File: config.mk
export PLATFORM = sky130hd
export DESIGN_NAME = bar_graph_delta_painter_core_flat
export DESIGN_NICKNAME = d
export VERILOG_FILES = /design/src/rtl/bgdp_pkg.sv /design/src/rtl/bgdp_if.sv /design/src/rtl/bar_graph_delta_painter_core.sv /design/src/rtl/bgdp_front.sv /design/src/rtl/bgdp_queue.sv /design/src/rtl/bgdp_back.sv /design/src/flat_wrapper.sv
export SDC_FILE = /design/constraint.sdc
export NUM_CORES = 1
export LEC_CHECK = 0
export ABC_AREA = 0
export BUFFER_PORTS_ARGS = -buffer_cell sky130_fd_sc_hd__buf_2
export CAP_MARGIN = 20
export CORE_MARGIN = 5
export CORE_UTILIZATION = 57
export DETAILED_ROUTE_END_ITERATION = 6
export GPL_ROUTABILITY_DRIVEN = 0
export PLACE_DENSITY = 0.75
export SETUP_SLACK_MARGIN = 0.15
export SLEW_MARGIN = 10
export SYNTH_ARGS = -nofsm -noshare
export SYNTH_HDL_FRONTEND = slang
export SYNTH_SLANG_ARGS = --single-unit
File: constraint.sdc
create_clock -name clk_i -period 7.8 [get_ports clk_i]
set_input_delay 0.78 -clock clk_i [delete_from_list [all_inputs] [get_ports clk_i]]
set_output_delay 0.78 -clock clk_i [all_outputs]
set_load 0.01 [all_outputs]
File: src/rtl/bgdp_pkg.sv
// Package for the bar graph delta painter: field widths, register indexes,
// configuration and command structs, palette table and top-row helper.
// No dependencies.
`default_nettype none

package bgdp_pkg;

  // Field widths
  localparam int unsigned IdxW    = 5;
  localparam int unsigned HeightW = 16;
  localparam int unsigned RowW    = 10;
  localparam int unsigned ColW    = 10;
  localparam int unsigned SpanW   = 6;
  localparam int unsigned ColorW  = 16;
  localparam int unsigned PixW    = 21;

  // Configuration port
  localparam int unsigned CfgIdxW  = 3;
  localparam int unsigned CfgDataW = 16;

  localparam logic [CfgIdxW-1:0] CFG_SCREEN_HEIGHT = 3'd0;
  localparam logic [CfgIdxW-1:0] CFG_FIRST_BAR_X   = 3'd1;
  localparam logic [CfgIdxW-1:0] CFG_BAR_PITCH     = 3'd2;
  localparam logic [CfgIdxW-1:0] CFG_BAR_SPAN      = 3'd3;
  localparam logic [CfgIdxW-1:0] CFG_ERASE_COLOR   = 3'd4;

  // Register reset values
  localparam logic [RowW-1:0]   SCREEN_HEIGHT_RST = 10'd480;
  localparam logic [ColW-1:0]   FIRST_BAR_X_RST   = 10'd5;
  localparam logic [ColW-1:0]   BAR_PITCH_RST     = 10'd15;
  localparam logic [SpanW-1:0]  BAR_SPAN_RST      = 6'd4;
  localparam logic [ColorW-1:0] ERASE_COLOR_RST   = 16'h0000;

  // Defaults for top-level parameters and internal sizes
  localparam int unsigned BAR_COUNT_DEF = 32;
  localparam int unsigned CmdQueueDepth = 2;

  typedef struct packed {
    logic [RowW-1:0]   screen_height;
    logic [ColW-1:0]   first_bar_x;
    logic [ColW-1:0]   bar_pitch;
    logic [SpanW-1:0]  bar_span;
    logic [ColorW-1:0] erase_color;
  } bgdp_cfg_t;

  // Classified command handed from front to back
  typedef struct packed {
    logic [IdxW-1:0] bar_index;
    logic [RowW-1:0] old_top;
    logic [RowW-1:0] new_top;
    logic            erase;
  } bgdp_cmd_t;

  // Bar colors, one per group of four bars
  function automatic logic [ColorW-1:0] bgdp_palette(input logic [2:0] slot);
    logic [ColorW-1:0] color;
    case (slot)
      3'd0:    color = 16'h00FF;
      3'd1:    color = 16'hFF00;
      3'd2:    color = 16'hF0F0;
      3'd3:    color = 16'h0F0F;
      3'd4:    color = 16'hAAAA;
      3'd5:    color = 16'hA0A0;
      3'd6:    color = 16'h0A0A;
      default: color = 16'hAA00;
    endcase
    return color;
  endfunction

  // Top row of a bar; an empty bar sits on the last row
  function automatic logic [RowW-1:0] bgdp_top_row(input logic [RowW-1:0] height,
                                                   input logic [RowW-1:0] screen_height);
    logic [RowW-1:0] top;
    if (height == '0) begin
      top = screen_height - RowW'(1);
    end else begin
      top = screen_height - height;
    end
    return top;
  endfunction

endpackage

`default_nettype wire

File: src/rtl/bgdp_if.sv
// Valid/ready channel interfaces for the bar graph delta painter.
// Depends on bgdp_pkg for field widths.
`default_nettype none

interface bgdp_in_if
  import bgdp_pkg::*;
();
  logic                      valid;
  logic                      ready;
  logic [IdxW-1:0]           bar_index;
  logic signed [HeightW-1:0] new_height;

  modport source (output valid, output bar_index, output new_height, input ready);
  modport sink   (input valid, input bar_index, input new_height, output ready);
endinterface

interface bgdp_out_if
  import bgdp_pkg::*;
();
  logic              valid;
  logic              ready;
  logic [ColW-1:0]   x_first;
  logic [ColW-1:0]   x_last;
  logic [RowW-1:0]   y_first;
  logic [RowW-1:0]   y_last;
  logic [ColorW-1:0] paint_color;
  logic [PixW-1:0]   pixel_count;
  logic              is_erase;

  modport source (output valid, output x_first, output x_last, output y_first,
                  output y_last, output paint_color, output pixel_count,
                  output is_erase, input ready);
  modport sink   (input valid, input x_first, input x_last, input y_first,
                  input y_last, input paint_color, input pixel_count,
                  input is_erase, output ready);
endinterface

`default_nettype wire

File: src/rtl/bar_graph_delta_painter_core.sv
// Bar graph delta painter: one bar height in, at most one rectangle out.
// Path: a changed bar's command is registered in the queue after the front compare,
// and its rectangle then in the output register. Throughput: one transaction per
// cycle while the queue has room, set by the single height store read-modify-write.
// Reset: asynchronous active low; control registers to defaults, heights to 0.
`default_nettype none

module bar_graph_delta_painter_core
  import bgdp_pkg::*;
#(
  parameter int unsigned BAR_COUNT = BAR_COUNT_DEF
) (
  input  wire logic                clk_i,
  input  wire logic                rst_ni,
  input  wire logic                cfg_we_i,
  input  wire logic [CfgIdxW-1:0]  cfg_idx_i,
  input  wire logic [CfgDataW-1:0] cfg_wdata_i,
  bgdp_in_if.sink                  in_i,
  bgdp_out_if.source               out_o
);

  bgdp_cfg_t cfg_q;
  logic      push;
  bgdp_cmd_t push_cmd;
  logic      queue_full;
  logic      pop;
  logic      head_valid;
  bgdp_cmd_t head_cmd;

  // Configuration registers
  always_ff @(posedge clk_i or negedge rst_ni) begin
    if (!rst_ni) begin
      cfg_q.screen_height <= SCREEN_HEIGHT_RST;
      cfg_q.first_bar_x   <= FIRST_BAR_X_RST;
      cfg_q.bar_pitch     <= BAR_PITCH_RST;
      cfg_q.bar_span      <= BAR_SPAN_RST;
      cfg_q.erase_color   <= ERASE_COLOR_RST;
    end else if (cfg_we_i) begin
      case (cfg_idx_i)
        CFG_SCREEN_HEIGHT: cfg_q.screen_height <= cfg_wdata_i[RowW-1:0];
        CFG_FIRST_BAR_X:   cfg_q.first_bar_x   <= cfg_wdata_i[ColW-1:0];
        CFG_BAR_PITCH:     cfg_q.bar_pitch     <= cfg_wdata_i[ColW-1:0];
        CFG_BAR_SPAN:      cfg_q.bar_span      <= cfg_wdata_i[SpanW-1:0];
        CFG_ERASE_COLOR:   cfg_q.erase_color   <= cfg_wdata_i[ColorW-1:0];
        default: ;
      endcase
    end
  end

  bgdp_front #(
    .BAR_COUNT(BAR_COUNT)
  ) u_front (
    .clk_i       (clk_i),
    .rst_ni      (rst_ni),
    .cfg_i       (cfg_q),
    .in_valid_i  (in_i.valid),
    .in_ready_o  (in_i.ready),
    .bar_index_i (in_i.bar_index),
    .new_height_i(in_i.new_height),
    .queue_full_i(queue_full),
    .push_o      (push),
    .cmd_o       (push_cmd)
  );

  bgdp_queue u_queue (
    .clk_i     (clk_i),
    .rst_ni    (rst_ni),
    .push_i    (push),
    .push_cmd_i(push_cmd),
    .full_o    (queue_full),
    .pop_i     (pop),
    .valid_o   (head_valid),
    .head_o    (head_cmd)
  );

  bgdp_back u_back (
    .clk_i        (clk_i),
    .rst_ni       (rst_ni),
    .cfg_i        (cfg_q),
    .cmd_valid_i  (head_valid),
    .cmd_i        (head_cmd),
    .pop_o        (pop),
    .out_valid_o  (out_o.valid),
    .out_ready_i  (out_o.ready),
    .x_first_o    (out_o.x_first),
    .x_last_o     (out_o.x_last),
    .y_first_o    (out_o.y_first),
    .y_last_o     (out_o.y_last),
    .paint_color_o(out_o.paint_color),
    .pixel_count_o(out_o.pixel_count),
    .is_erase_o   (out_o.is_erase)
  );

endmodule

`default_nettype wire

File: src/rtl/bgdp_front.sv
// Front end: holds previous bar heights, clamps and compares each new height,
// and pushes a command for every bar that changed. Depends on bgdp_pkg.
`default_nettype none

module bgdp_front
  import bgdp_pkg::*;
#(
  parameter int unsigned BAR_COUNT = BAR_COUNT_DEF
) (
  input  wire logic                      clk_i,
  input  wire logic                      rst_ni,
  input  wire bgdp_cfg_t                 cfg_i,
  input  wire logic                      in_valid_i,
  output logic                           in_ready_o,
  input  wire logic [IdxW-1:0]           bar_index_i,
  input  wire logic signed [HeightW-1:0] new_height_i,
  input  wire logic                      queue_full_i,
  output logic                           push_o,
  output bgdp_cmd_t                      cmd_o
);

  localparam int unsigned MaxBars   = 1 << IdxW;
  localparam int unsigned StoreDepth = (BAR_COUNT < MaxBars) ? BAR_COUNT : MaxBars;
  localparam int unsigned StoreIdxW  = (StoreDepth > 1) ? $clog2(StoreDepth) : 1;
  localparam logic [IdxW+1:0] BarLimit = (IdxW + 2)'(BAR_COUNT);

  logic [RowW-1:0] heights_q [StoreDepth];

  logic                 accept;
  logic                 in_range;
  logic [StoreIdxW-1:0] slot;
  logic [RowW-1:0]      stored_h;
  logic [RowW-1:0]      old_h;
  logic [RowW-1:0]      new_h;

  assign in_ready_o = !queue_full_i;
  assign accept     = in_valid_i && in_ready_o;
  assign in_range   = {2'b00, bar_index_i} < BarLimit;
  assign slot       = bar_index_i[StoreIdxW-1:0];
  assign stored_h   = heights_q[slot];

  // Clamp both heights to the current screen
  always_comb begin
    if (new_height_i[HeightW-1]) begin
      new_h = '0;
    end else if (new_height_i[HeightW-2:0] > (HeightW-1)'(cfg_i.screen_height)) begin
      new_h = cfg_i.screen_height;
    end else begin
      new_h = new_height_i[RowW-1:0];
    end
    old_h = (stored_h > cfg_i.screen_height) ? cfg_i.screen_height : stored_h;
  end

  // Emit a command only for a changed bar
  assign push_o            = accept && in_range && (new_h != old_h);
  assign cmd_o.bar_index   = bar_index_i;
  assign cmd_o.old_top     = bgdp_top_row(old_h, cfg_i.screen_height);
  assign cmd_o.new_top     = bgdp_top_row(new_h, cfg_i.screen_height);
  assign cmd_o.erase       = new_h < old_h;

  // Store the clamped height
  always_ff @(posedge clk_i or negedge rst_ni) begin
    if (!rst_ni) begin
      for (int i = 0; i < StoreDepth; i++) begin
        heights_q[i] <= '0;
      end
    end else if (accept && in_range) begin
      heights_q[slot] <= new_h;
    end
  end

endmodule

`default_nettype wire

File: src/rtl/bgdp_queue.sv
// Short command queue between front and back ends.
// Depends on bgdp_pkg for the command struct.
`default_nettype none

module bgdp_queue
  import bgdp_pkg::*;
(
  input  wire logic      clk_i,
  input  wire logic      rst_ni,
  input  wire logic      push_i,
  input  wire bgdp_cmd_t push_cmd_i,
  output logic           full_o,
  input  wire logic      pop_i,
  output logic           valid_o,
  output bgdp_cmd_t      head_o
);

  localparam int unsigned PtrW = (CmdQueueDepth > 1) ? $clog2(CmdQueueDepth) : 1;
  localparam int unsigned CntW = $clog2(CmdQueueDepth + 1);
  localparam logic [CntW-1:0] CntMax = CntW'(CmdQueueDepth);
  localparam logic [PtrW-1:0] PtrLast = PtrW'(CmdQueueDepth - 1);

  bgdp_cmd_t       entries_q [CmdQueueDepth];
  logic [PtrW-1:0] wr_ptr_q, wr_ptr_d;
  logic [PtrW-1:0] rd_ptr_q, rd_ptr_d;
  logic [CntW-1:0] count_q, count_d;
  logic            do_push;
  logic            do_pop;

  assign full_o  = count_q == CntMax;
  assign valid_o = count_q != '0;
  assign head_o  = entries_q[rd_ptr_q];
  assign do_push = push_i && !full_o;
  assign do_pop  = pop_i && valid_o;

  // Advance pointers and occupancy
  always_comb begin
    wr_ptr_d = wr_ptr_q;
    rd_ptr_d = rd_ptr_q;
    count_d  = count_q;
    if (do_push) begin
      wr_ptr_d = (wr_ptr_q == PtrLast) ? '0 : wr_ptr_q + PtrW'(1);
    end
    if (do_pop) begin
      rd_ptr_d = (rd_ptr_q == PtrLast) ? '0 : rd_ptr_q + PtrW'(1);
    end
    if (do_push && !do_pop) begin
      count_d = count_q + CntW'(1);
    end else if (do_pop && !do_push) begin
      count_d = count_q - CntW'(1);
    end
  end

  always_ff @(posedge clk_i or negedge rst_ni) begin
    if (!rst_ni) begin
      wr_ptr_q <= '0;
      rd_ptr_q <= '0;
      count_q  <= '0;
    end else begin
      wr_ptr_q <= wr_ptr_d;
      rd_ptr_q <= rd_ptr_d;
      count_q  <= count_d;
    end
  end

  // Hold command payloads
  always_ff @(posedge clk_i) begin
    if (do_push) begin
      entries_q[wr_ptr_q] <= push_cmd_i;
    end
  end

endmodule

`default_nettype wire

File: src/rtl/bgdp_back.sv
// Back end: turns a queued command into a rectangle transaction and holds it
// in the output register until taken. Depends on bgdp_pkg.
`default_nettype none

module bgdp_back
  import bgdp_pkg::*;
(
  input  wire logic        clk_i,
  input  wire logic        rst_ni,
  input  wire bgdp_cfg_t   cfg_i,
  input  wire logic        cmd_valid_i,
  input  wire bgdp_cmd_t   cmd_i,
  output logic             pop_o,
  output logic             out_valid_o,
  input  wire logic        out_ready_i,
  output logic [ColW-1:0]  x_first_o,
  output logic [ColW-1:0]  x_last_o,
  output logic [RowW-1:0]  y_first_o,
  output logic [RowW-1:0]  y_last_o,
  output logic [ColorW-1:0] paint_color_o,
  output logic [PixW-1:0]  pixel_count_o,
  output logic             is_erase_o
);

  logic                      valid_q;
  logic [ColW-1:0]           x_first_q, x_first_d;
  logic [ColW-1:0]           x_last_q, x_last_d;
  logic [RowW-1:0]           y_first_q, y_first_d;
  logic [RowW-1:0]           y_last_q, y_last_d;
  logic [ColorW-1:0]         color_q, color_d;
  logic [PixW-1:0]           pix_q, pix_d;
  logic                      erase_q;
  logic [ColW+IdxW-1:0]      offset;
  logic [RowW:0]             rows;
  logic [SpanW:0]            cols;
  logic [SpanW+RowW+1:0]     area;

  // Load when the output register is free or being drained
  assign pop_o = cmd_valid_i && (!valid_q || out_ready_i);

  always_comb begin
    offset    = (ColW + IdxW)'(cfg_i.bar_pitch) * (ColW + IdxW)'(cmd_i.bar_index);
    x_first_d = cfg_i.first_bar_x + offset[ColW-1:0];
    x_last_d  = x_first_d + ColW'(cfg_i.bar_span);
    if (cmd_i.erase) begin
      y_first_d = cmd_i.old_top;
      y_last_d  = cmd_i.new_top;
      color_d   = cfg_i.erase_color;
    end else begin
      y_first_d = cmd_i.new_top;
      y_last_d  = cmd_i.old_top;
      color_d   = bgdp_palette(cmd_i.bar_index[IdxW-1:2]);
    end
    rows  = {1'b0, RowW'(y_last_d - y_first_d)} + (RowW + 1)'(1);
    cols  = {1'b0, cfg_i.bar_span} + (SpanW + 1)'(1);
    area  = (SpanW + RowW + 2)'(cols) * (SpanW + RowW + 2)'(rows);
    pix_d = PixW'(area);
  end

  always_ff @(posedge clk_i or negedge rst_ni) begin
    if (!rst_ni) begin
      valid_q <= 1'b0;
    end else if (pop_o) begin
      valid_q <= 1'b1;
    end else if (out_ready_i) begin
      valid_q <= 1'b0;
    end
  end

  // Hold the rectangle payload
  always_ff @(posedge clk_i) begin
    if (pop_o) begin
      x_first_q <= x_first_d;
      x_last_q  <= x_last_d;
      y_first_q <= y_first_d;
      y_last_q  <= y_last_d;
      color_q   <= color_d;
      pix_q     <= pix_d;
      erase_q   <= cmd_i.erase;
    end
  end

  assign out_valid_o   = valid_q;
  assign x_first_o     = x_first_q;
  assign x_last_o      = x_last_q;
  assign y_first_o     = y_first_q;
  assign y_last_o      = y_last_q;
  assign paint_color_o = color_q;
  assign pixel_count_o = pix_q;
  assign is_erase_o    = erase_q;

endmodule

`default_nettype wire

File: src/flat_wrapper.sv
// flat-port wrapper written by rule: the top's interface ports become plain ports
module bar_graph_delta_painter_core_flat import bgdp_pkg::*;
#(
  parameter int unsigned BAR_COUNT = BAR_COUNT_DEF
)
  (clk_i, rst_ni, cfg_we_i, cfg_idx_i, cfg_wdata_i, in_i_valid, in_i_bar_index, in_i_new_height, in_i_ready, out_o_valid, out_o_x_first, out_o_x_last, out_o_y_first, out_o_y_last, out_o_paint_color, out_o_pixel_count, out_o_is_erase, out_o_ready);
  bgdp_in_if in_i_i ();
  bgdp_out_if out_o_i ();
  input  wire logic clk_i;
  input  wire logic rst_ni;
  input  wire logic cfg_we_i;
  input  wire logic [CfgIdxW-1:0] cfg_idx_i;
  input  wire logic [CfgDataW-1:0] cfg_wdata_i;
  input wire logic [$bits(in_i_i.valid)-1:0] in_i_valid;
  input wire logic [$bits(in_i_i.bar_index)-1:0] in_i_bar_index;
  input wire logic [$bits(in_i_i.new_height)-1:0] in_i_new_height;
  output wire logic [$bits(in_i_i.ready)-1:0] in_i_ready;
  output wire logic [$bits(out_o_i.valid)-1:0] out_o_valid;
  output wire logic [$bits(out_o_i.x_first)-1:0] out_o_x_first;
  output wire logic [$bits(out_o_i.x_last)-1:0] out_o_x_last;
  output wire logic [$bits(out_o_i.y_first)-1:0] out_o_y_first;
  output wire logic [$bits(out_o_i.y_last)-1:0] out_o_y_last;
  output wire logic [$bits(out_o_i.paint_color)-1:0] out_o_paint_color;
  output wire logic [$bits(out_o_i.pixel_count)-1:0] out_o_pixel_count;
  output wire logic [$bits(out_o_i.is_erase)-1:0] out_o_is_erase;
  input wire logic [$bits(out_o_i.ready)-1:0] out_o_ready;
  assign in_i_i.valid = in_i_valid;
  assign in_i_i.bar_index = in_i_bar_index;
  assign in_i_i.new_height = in_i_new_height;
  assign in_i_ready = in_i_i.ready;
  assign out_o_valid = out_o_i.valid;
  assign out_o_x_first = out_o_i.x_first;
  assign out_o_x_last = out_o_i.x_last;
  assign out_o_y_first = out_o_i.y_first;
  assign out_o_y_last = out_o_i.y_last;
  assign out_o_paint_color = out_o_i.paint_color;
  assign out_o_pixel_count = out_o_i.pixel_count;
  assign out_o_is_erase = out_o_i.is_erase;
  assign out_o_i.ready = out_o_ready;
  bar_graph_delta_painter_core #(.BAR_COUNT(BAR_COUNT)) u_core (.clk_i(clk_i), .rst_ni(rst_ni), .cfg_we_i(cfg_we_i), .cfg_idx_i(cfg_idx_i), .cfg_wdata_i(cfg_wdata_i), .in_i(in_i_i), .out_o(out_o_i));
endmodule
==> metrics <==
outcome=complete, no violations; first-pass GRT wire length=approximately 120 mm; RSZ-0062 raised after global routing=false; Max stage delay cell, worst path=fa_1; drt drc=0; Synth area leader=dfrtp_1; CTS tree=yes; Worst Path Max Fanout=5; Clock Root Buffer=clkbuf_16; DIE WIDTH=232.4 um; Clk Latency, worst-skew pair=around 0.63 ns; R2R cell count=27; H-Tree Level Count=2; routed via count=20014; Crit path buffers/inverters=4; P&R area growth vs syn=12.50%; min setup slack post-route=0.4411 ns; Sink Count=504; TNS Setup=0 ns; Yosys top cell area share=0.3249; Vias per Instance=6.143; Worst path top cell family by delay=adder cells; Final setup viols=0; Post-DP HPWL=52.17 mm; share of cells above drive strength 1=0.2359; synthesized instance count=between 2000 and 2500; Synth cell types=67; IO buf count=121; min Tclk post-route=7.359 ns; CTS clk-pin slew, worst paths=0.06 ns; routed len/inst=between 20 and 25 um; Antenna Diode Count=0; Setup crit start kind=register; Async S/R FF share, synth=0.7480; pin count of the biggest net entering global routing=198; gr usage total=0.2803; Crit path required time=8.15 ns; f_max=between 100 and 150 MHz; Placeable Area=48950 sq um; Post-Syn Area=between 20000 and 30000 sq um; DRT iter0 DRCs=1655; drt total wl=75.78 mm; pre-CTS WS=between 0.03 and 0.04 ns; Max-cap violations=0; Post-Syn Area per Cell=11.58 sq um; skew final=0.03681 ns; die area=54010 sq um; Final nets=2782; EDFF count, synth=roughly 130; warnings from Yosys=0; antenna violations before repair=0; CP arrival=7.70 ns; drt first pass iters=6; # IOs=between 100 and 150; Die Height=232.4 um; critical path's largest stage delay=0.54 ns; initial core utilization=0.5759; Post-synth top flop=dfrtp_1; R2R setup slack=~0.44 ns; measured slew at the worst slew-check pin=1.194 ns; Final Cycle Share=0.9434; sequential element share of the synthesized area=0.4704; Crit path top cell by count=fa_1; vias in the first global route=~21000; largest cells by area after synthesis=dfrtp_1 (32%), edfxtp_1 (14%), mux2_2 (10%); cell row count=81; relative slew slack=0.2007; grt ovf=0; Max clock buf depth=3; CTS buffer count=54; reg2reg end=u_core.u_back.pixel_count_o[17]; crit path capture type=register; launch point of the worst reg-to-reg path=u_core.u_queue.entries_q[1][0]; Post-DRT Antenna Nets=0; final hold vios=0; post-synthesis register bit count=504; critical path class=reg2reg; final max-slew violation count=0; worst hold path class=in2async
cells by family (layout without fill, tap and decap cells):
| group | after synthesis | count (layout) | synth area share |
|---|---|---|---|
| adder cells (fa/ha/maj) | 189 | 189 | 0.1033 |
| multiplexers | 449 | 449 | 0.1814 |
| buffers and inverters | 267 | 424 | 0.03977 |
| XOR/XNOR | 86 | 86 | 0.02672 |
| flip-flops | 504 | 504 | 0.4704 |
| other | 1 | 3 | 0.0001330 |
| AO/OA/AOI/OAI | 397 | 397 | 0.08402 |
| AND/OR/NAND/NOR | 542 | 542 | 0.09418 |
per-layer routing:
metal  share of wire  track usage  vias to the layer above
li1                -            -                     8862
met1            0.39       0.3435                    10042
met2            0.49       0.4749                      847
met3           0.068      0.05345                      263
met4           0.059       0.1453                        0
met5               0            0                        -
through the flow:
stage                     instances  hold WS (ns)  utilization  instance area [sq um]
after CTS                      3249        0.2174       0.6422                  31440
after global placement         3141        0.4566       0.6027                  29500
after global routing           3258        0.2751       0.6479                  31710
after detailed placement       3142        0.4694       0.6029                  29510
after floorplan                2437        0.4446            -                  28210
final                          3258        0.2064       0.6479                  31710
worst max-delay path by stage:
stage	cells past startpoint	startpoint	slack [ns]	end
after floorplan	28	u_core.u_queue.entries_q[1][0]	0.21	u_core.u_back.pixel_count_o[17]
after global placement	28	u_core.u_queue.entries_q[1][0]	0.42	u_core.u_back.pixel_count_o[17]
after detailed placement	28	u_core.u_queue.entries_q[0][0]	0.03	u_core.u_back.pixel_count_o[17]
after CTS	28	u_core.u_queue.entries_q[1][0]	0.18	u_core.u_back.pixel_count_o[17]
after global routing	29	u_core.u_queue.entries_q[1][0]	0.06	u_core.u_back.pixel_count_o[17]
final	27	u_core.u_queue.entries_q[1][0]	0.44	u_core.u_back.pixel_count_o[17]
cells in the final DEF (no fill, tap or decap), types with 9 or more instances in the layout:
cell type / instances
nand2b_1: 18
o21ai_0: 163
nand2_1: 226
xor2_1: 22
mux2_2: 255
dfstp_2: 11
a21o_1: 36
nor2_1: 80
mux2i_1: 169
nand3_1: 36
dfrtp_1: 366
clkbuf_16: 55
o21bai_1: 9
clkbuf_1: 13
ha_1: 115
o21a_1: 19
nor4_1: 21
or2_2: 10
clkinv_2: 9
edfxtp_1: 127
a211oi_1: 14
clkbuf_8: 11
inv_1: 136
and2_1: 27
nor2b_1: 27
buf_4: 53
fa_1: 73
xnor2_1: 57
and3_1: 10
mux4_2: 24
o22ai_1: 56
nor3_1: 23
buf_2: 119
nand4_1: 14
a21oi_1: 50
synthesized netlist by cell type (21+ instances only):
master    instances
dfrtp_1         366
nand2_1         227
a21oi_1          55
clkbuf_1         90
and2_1           27
a21o_1           36
nand3_1          36
nor3_1           25
o21ai_0         169
nor4_1           21
edfxtp_1        127
o22ai_1          56
nor2b_1          27
ha_1            116
xnor2_1          61
mux2i_1         169
xor2_1           25
fa_1             73
mux2_2          255
mux4_2           24
inv_1           137
nor2_1           83
worst register-to-register path, cell delays in order, from the launching register on:
cell,delay (ns)
edfxtp_1,0.46
mux2_2,0.37
nand2_1,0.08
o21a_1,0.17
inv_1,0.11
fa_1,0.48
nor2b_1,0.14
o21ai_1,0.09
a21boi_2,0.23
o21ai_1,0.13
nand2b_1,0.24
xor2_4,0.27
nand4_1,0.28
a21boi_0,0.36
fa_1,0.48
fa_1,0.47
fa_1,0.54
inv_1,0.05
fa_1,0.53
inv_1,0.04
ha_1,0.36
a31oi_1,0.22
o21ai_1,0.12
o41ai_2,0.32
buf_4,0.18
o2111ai_1,0.12
a21oi_1,0.19
xnor2_1,0.08
area by class of cell:
cell class	instances	area, sq um
Fill cell	3734	17240
Multi-Input combinational cell	1666	14020
Sequential cell	504	13260
Clock buffer	78	1563
Timing Repair Buffer	185	1206
Tap cell	664	830.8
Inverter	137	515.5
Clock inverter	24	312.8
flip-flops by register name (all words and copies together), names as in the netlist:
| signal | count |
|---|---|
| u_core.u_front.heights_q | 320 |
| u_core.cfg_q | 52 |
| u_core.u_queue.entries_q | 52 |
| u_core.u_back.pixel_count_o | 18 |
| u_core.u_back.paint_color_o | 16 |
| u_core.u_back.x_first_o | 10 |
| u_core.u_back.x_last_o | 10 |
| u_core.u_back.y_first_o | 10 |
| u_core.u_back.y_last_o | 10 |
| u_core.u_queue.count_q | 2 |
| u_core.u_back.is_erase_o | 1 |
| u_core.u_back.out_valid_o | 1 |
| u_core.u_queue.rd_ptr_q | 1 |
| u_core.u_queue.wr_ptr_q | 1 |
repair_timing:
action                                  4_1_cts  5_1_grt
gates resized for setup                       4       36
buffers inserted                              5        5
hold buffers                                  0        0
endpoints found under the setup margin        2        5
pin swaps                                     0        5
Power is not shown: default switching activity piles up to over one toggle a cycle in this logic, so the estimate is an artifact.
